File: config.mk
export PLATFORM = sky130hd
export DESIGN_NAME = mt4_merge
export DESIGN_NICKNAME = d
export VERILOG_FILES = /design/src/rtl/mt4_pkg.sv /design/src/rtl/mt4_merge.sv
export SDC_FILE = /design/constraint.sdc
export NUM_CORES = 1
export LEC_CHECK = 0
export ABC_AREA = 1
export BUFFER_PORTS_ARGS = -buffer_cell sky130_fd_sc_hd__buf_4
export CORE_UTILIZATION = 41
export CTS_CLUSTER_SIZE = 25
export DETAILED_ROUTE_END_ITERATION = 16
export PLACE_DENSITY = 0.77
export SYNTH_ARGS = -nofsm -noshare
export SYNTH_HDL_FRONTEND = slang
export SYNTH_SLANG_ARGS = --single-unit
File: constraint.sdc
create_clock -name aclk -period 1.1 [get_ports aclk]
set_clock_uncertainty 0.15 [all_clocks]
set_input_delay 0 -clock aclk [delete_from_list [all_inputs] [get_ports aclk]]
set_output_delay 0 -clock aclk [all_outputs]
set_load 0.05 [all_outputs]
File: src/rtl/mt4_pkg.sv
// Shared types and constants for the 4x4 fixed-point matrix transform unit.
package mt4_pkg;

    localparam int DIM           = 4;
    localparam int ELEM_W        = 32;
    localparam int FRACTION_BITS = 16;
    localparam int PROD_W        = 2 * ELEM_W;
    // four full-range products need two guard bits
    localparam int SUM_W         = PROD_W + 2;
    // lowest sum bit that must equal the sign for the shifted value to fit
    localparam int FIT_LSB       = ELEM_W - 1 + FRACTION_BITS;
    localparam int UPPER_W       = SUM_W - FIT_LSB;

    localparam int APB_ADDR_W    = 3;
    localparam int APB_DATA_W    = 32;
    localparam int ROWS_W        = 3;

    typedef logic signed [ELEM_W-1:0] elem_t;

    localparam elem_t SAT_MAX = {1'b0, {(ELEM_W-1){1'b1}}};
    localparam elem_t SAT_MIN = {1'b1, {(ELEM_W-1){1'b0}}};

    typedef enum logic [1:0] {
        CMD_LOAD    = 2'd0,
        CMD_XFORM   = 2'd1,
        CMD_COMPOSE = 2'd2
    } cmd_t;

    // register word select (paddr[2])
    localparam logic REG_ROWS_IN_USE = 1'b0;

    localparam logic [ROWS_W-1:0] ROWS_RESET = 3'd4;
    localparam logic [ROWS_W-1:0] ROWS_THREE = 3'd3;

    typedef struct packed {
        logic load_prod;
        logic load_sum;
    } lane_ctl_t;

endpackage

File: src/rtl/mt4_merge.sv
// Merge stage: collects lane results, applies three-row masking to transforms, ORs clip flags.
module mt4_merge (
    input  logic                  aclk,
    input  logic                  load_out,
    input  logic                  xform,
    input  logic                  three_row,
    input  mt4_pkg::elem_t        lane_result [mt4_pkg::DIM],
    input  logic [mt4_pkg::DIM-1:0] lane_clip,
    output mt4_pkg::elem_t        out_data [mt4_pkg::DIM],
    output logic                  out_sat
);

    mt4_pkg::elem_t             out_reg  [mt4_pkg::DIM];
    mt4_pkg::elem_t             out_next [mt4_pkg::DIM];
    logic                       sat_reg;
    logic                       sat_next;
    logic [mt4_pkg::DIM-1:0]    clip_used;
    logic                       mask_last;

    assign mask_last = xform && three_row;

    always_comb begin
        out_next  = lane_result;
        clip_used = lane_clip;
        if (mask_last) begin
            out_next[mt4_pkg::DIM-1]  = '0;
            clip_used[mt4_pkg::DIM-1] = 1'b0;
        end
        sat_next = |clip_used;
    end

    always_ff @(posedge aclk) begin
        if (load_out) begin
            out_reg <= out_next;
            sat_reg <= sat_next;
        end
    end

    assign out_data = out_reg;
    assign out_sat  = sat_reg;

`ifndef SYNTHESIS
    a_three_row_zero: assert property (@(posedge aclk)
        load_out && mask_last |=> out_reg[mt4_pkg::DIM-1] == '0)
        else $error("element 3 not zeroed in three-row transform");

    a_sat_extreme: assert property (@(posedge aclk)
        load_out |=> !sat_reg
            || out_reg[0] == mt4_pkg::SAT_MAX || out_reg[0] == mt4_pkg::SAT_MIN
            || out_reg[1] == mt4_pkg::SAT_MAX || out_reg[1] == mt4_pkg::SAT_MIN
            || out_reg[2] == mt4_pkg::SAT_MAX || out_reg[2] == mt4_pkg::SAT_MIN
            || out_reg[3] == mt4_pkg::SAT_MAX || out_reg[3] == mt4_pkg::SAT_MIN)
        else $error("saturated flag set with no clipped element");
`endif

endmodule

==> results of run 1 <==
## synth_stat cells
library cell / count
nor2_1: 3
nand2_2: 1
nor2_2: 27
nor2_4: 3
inv_4: 1
inv_1: 33
nand2_1: 1
edfxtp_1: 129
buf_12: 3
nand3_1: 1
## cells by family after synthesis
logic type,Yosys count,synth area share (%)
flip-flops,129,90.2
AND/OR/NAND/NOR,36,5.33
buffers and inverters,37,4.43
## per-stage QoR
step | area [um2] | setup slack [ns] | utilization (%)
2_1_floorplan | 4290 | 0.349 | -
3_3_place_gp | 6470 | 0.189 | 65.0
3_5_place_dp | 6470 | 0.172 | 65.0
==> impl_metrics.py, run 1 <==
metrics = {
    "clock_tree": {
        "cts_buffers": 17,
        "htreeDepth": 4,
        "postCtsSetupRepairBufs": 0,
        "cts-resized-gates": 129,
        "cts.sinks": 129,
        "holdBufCountCts": 127,
        "max-clock-path-buffers": 2,
        "clockRootBuffer": "clkbuf_8",
    },
    "die": {
        "initial_core_util_pct": 43.1,
        "die_x_um": 104,
        "die_height_um": 104,
        "io_pins": 265,
        "rows": 36,
    },
    "logic_synthesis": {
        "synth_area_leader_cell": "edfxtp_1",
        "ys_types": 10,
        "ys_warn_count": 0,
        "synth_top_cell_area_share_pct": 90.2,
        "yosysSeqAreaShare_pct": 90.2,
        "synth_cells": 202,
        "ys_ff_latch": 129,
        "syn_area_mm2": 0.00429,
        "synthTopCellsByArea": "edfxtp_1 90%, nor2_2 3.9%, inv_1 2.9%",
        "avgSynthCellArea_um2": 21.3,
        "syn_nets": 338,
    },
    "placement": {
        "io_buffers": 264,
        "place_inst": 601,
        "globalplace.congestion": 0.748,
    },
    "status": {
        "status": "did not finish",
        "stop_stage": "clock tree synthesis (4_1_cts)",
        "error": "[ERROR RSZ-0060] Max buffer count reached.",
    },
}
==> inputs of run 2 (changes only) <==
- CORE_UTILIZATION: 41 -> 26
- CTS_CLUSTER_SIZE: 25 -> not set
- PLACE_DENSITY: 0.77 -> not set
- PLACE_DENSITY_LB_ADDON: not set -> 0.15
==> run 2 against run 1 <==
Net effect:
- the flow now finishes, with violations (setup timing)
- area after synthesis unchanged
- synthesized cell count unchanged
==> impl_metrics.py, run 2 <==
metrics = {
    "final_layout": {
        "fin_cells": 854,
        "largest_reg_flops": 128,
        "multi_input_area_um2": 229,
        "layout_common_cells": "137 x buf_4, 135 x dlygate4sd3_1, 129 x edfxtp_1, 129 x buf_6, 33 x inv_1",
        "fill_cells": 1275,
        "seq_area_mm2": 0.00387,
        "drive_above_1_share_pct": 52.6,
        "final_common_cell": "buf_4",
        "fin_util_pct": 56.6,
        "nets": 760,
        "synthToLayoutAreaGrowth_pct": 111,
    },
    "placement": {
        "globalplace.congestion": 0.676,
        "hpwlAfterDp_mm": 8.48,
        "io_buffers": 264,
        "place_inst": 686,
    },
    "routing": {
        "totalWireLength_mm": 13.1,
        "first_pass_iters": 4,
        "num_vias": 3283,
        "drtAntennaViolNets": 0,
        "wl_per_cell_um": 15.3,
        "first_iter_violations": 125,
        "drc": 0,
        "viasPerCell": 3.84,
    },
    "logic_synthesis": {
        "ys_types": 10,
        "yosys-top-cells-count": "129 x edfxtp_1, 33 x inv_1, 27 x nor2_2",
        "synth_compound_area_share_pct": 0,
        "synthMuxAreaShare_pct": 0,
        "synth_cells": 202,
        "synthTopCellsByArea": "edfxtp_1 90%, nor2_2 3.9%, inv_1 2.9%",
        "synthSimpleGateAreaFrac_pct": 5.33,
        "yosysSeqAreaShare_pct": 90.2,
        "synth_area_leader_cell": "edfxtp_1",
        "synthArstFlopShare_pct": 0,
        "syn_area_mm2": 0.00429,
        "synthXorXnorAreaFrac_pct": 0,
        "avgSynthCellArea_um2": 21.3,
        "syn_nets": 338,
        "ys_ff_latch": 129,
        "synth_edf_count": 129,
        "ys_warn_count": 0,
        "yosys_most_used_dff": "edfxtp_1",
        "synth.most_common_cell": "edfxtp_1",
        "synth_top_family_by_area": "simple AND/OR/NAND/NOR gates",
        "synth_fa_ha_area_share_pct": 0,
        "synth_top_cell_area_share_pct": 90.2,
    },
    "sta": {
        "final.setup.worst_slack_ns": -0.0448,
        "tightest_slew_ns": 0.215,
        "fin_crit_sh_pct": 104,
        "min_period_ns": 1.14,
        "finalSetupViolations": 101,
        "fmax_mhz": 874,
        "hold_viol": 0,
        "slew_headroom_pct": 85.7,
        "slew_viol_final": 0,
        "rsz0062_at_grt": "yes",
    },
    "power_and_ir_drop": {
        "power.internal_w": 0.0109,
        "combPwrFrac_pct": 21.8,
        "powerDensity_mw_per_mm2": 1670,
        "p_sw_share_pct": 28.1,
        "ir_drop_uv": 1060,
        "power_w": 0.0151,
        "switching_power_w": 0.00425,
        "pwr-share-seq_pct": 40.1,
        "power_frac_clock_pct": 38.1,
        "p_leak_nw": 3.86,
    },
    "die": {
        "io_pins": 265,
        "coreArea_mm2": 0.0160,
        "rows": 46,
        "die_x_um": 130,
        "initial_core_util_pct": 26.8,
        "dieArea_mm2": 0.0170,
        "die_height_um": 130,
    },
    "critical_path": {
        "worstSetupEndpointType": "output port",
        "path_buf_inv": 1,
        "cp.required_ns": 0.95,
        "cpMaxStageDelayCell": "edfxtp_1",
        "crit_path_max_fanout": 1,
        "startpoint_type": "register",
        "criticalPathCategory": "register to output port",
        "crit_chain": "buf_6",
        "cp_top_family": "flip-flops",
        "worstPathArrival_ns": 0.99,
        "cpPeakStageDelay_ns": 0.41,
    },
    "grt": {
        "grt_pass1_wl_mm": 18.4,
        "antenna_found_initial": 0,
        "busiest_layer": "met2",
        "globalRouteMet3Util_pct": 5.78,
        "grtUsageTotal_pct": 15.1,
        "globalRouteMet2Util_pct": 27.3,
        "grt_max_degree": 39,
        "first_global_vias": 3444,
        "gr-total-overflow": 0,
        "grtUsageMet1_pct": 15.5,
    },
    "clock_tree": {
        "path_clk_slew_ns": 0.06,
        "cts_buffers": 17,
        "htreeDepth": 4,
        "max-clock-path-buffers": 2,
        "clockRootBuffer": "clkbuf_16",
        "cts_tree": "yes",
        "postCtsSetupRepairBufs": 0,
        "cts.sinks": 129,
    },
    "status": {
        "status": "finished, violations left",
        "violations": "setup timing",
    },
    "worst_hold_path": {
        "hp-start": "lane_result[50]",
        "worstHoldEndpoint": "out_data[50]$_DFFE_PP_",
        "whs_path_depth": 2,
        "hp-class": "primary input to register",
    },
    "flow_run": {
        "max-cap-violations": 0,
    },
}
run 2: metrics by stage:
stage	hold WS, ns	setup TNS [ns]	instance area [um2]	setup slack [ns]
floorplan	-0.0511	0	4290	0.349
global placement	0.0286	0	6600	0.178
detailed placement	0.0292	0	6600	0.163
CTS	0.136	-4.19	9040	-0.0709
global route	0.138	-6.74	9050	-0.0904
finish	0.152	-1.50	9050	-0.0448
run 2: routing by layer:
layer,vias up,share of wire [%]
met4,0,1.4
met3,11,9.0
met1,1556,37
met5,-,0
met2,152,53
li1,1564,-
run 2: repair_timing:
action,4_1_cts,5_1_grt
gates cloned,0,0
gates resized for setup,129,1
hold buffers,135,0
setup endpoints to repair,129,130
hold endpoints to repair,258,0
run 2: cells by family (layout without fill, tap and decap cells):
logic type             count (synthesis)  after routing
buffers and inverters                 37            472
and+or+nand+nor                       36             36
other                                  0              1
DFF                                  129            129
run 2: how the worst max path moves through the flow:
stage          cells after the start  slack [ns]                         end                      start
2_1_floorplan                      0        0.35                 out_data[0]  out_data[0]$_SDFFCE_PP0P_
4_1_cts                            1       -0.07               out_data[119]    out_data[119]$_DFFE_PP_
3_5_place_dp                       5        0.16  out_data[31]$_SDFFCE_PP0P_                      xform
5_1_grt                            1       -0.09               out_data[110]    out_data[110]$_DFFE_PP_
6_report                           1       -0.04                out_data[62]     out_data[62]$_DFFE_PP_
3_3_place_gp                       5        0.18   out_data[0]$_SDFFCE_PP0P_                      xform
run 2: cell type report:
| type | count | share of cell area [%] |
|---|---|---|
| sequential | 129 | 42.8 |
| inverter | 34 | 1.47 |
| multi-input combinational | 36 | 2.53 |
| antenna | 1 | 0.0277 |
| clock inverter | 15 | 2.03 |
| timing repair buffer | 406 | 43.5 |
| clock buffer | 17 | 4.70 |
| tap | 216 | 2.99 |
run 2: power groups by stage:
stage / clock network, W / logic, W / registers, W
3_3_place_gp: 0 / 0.00265 / 0.00607
5_1_grt: 0.00611 / 0.00342 / 0.00609
4_1_cts: 0.00588 / 0.00330 / 0.00605
6_report: 0.00576 / 0.00329 / 0.00605
2_1_floorplan: 0 / 0.000133 / 0.00746
3_5_place_dp: 0 / 0.00266 / 0.00607
(Power assumes the default switching activity.)
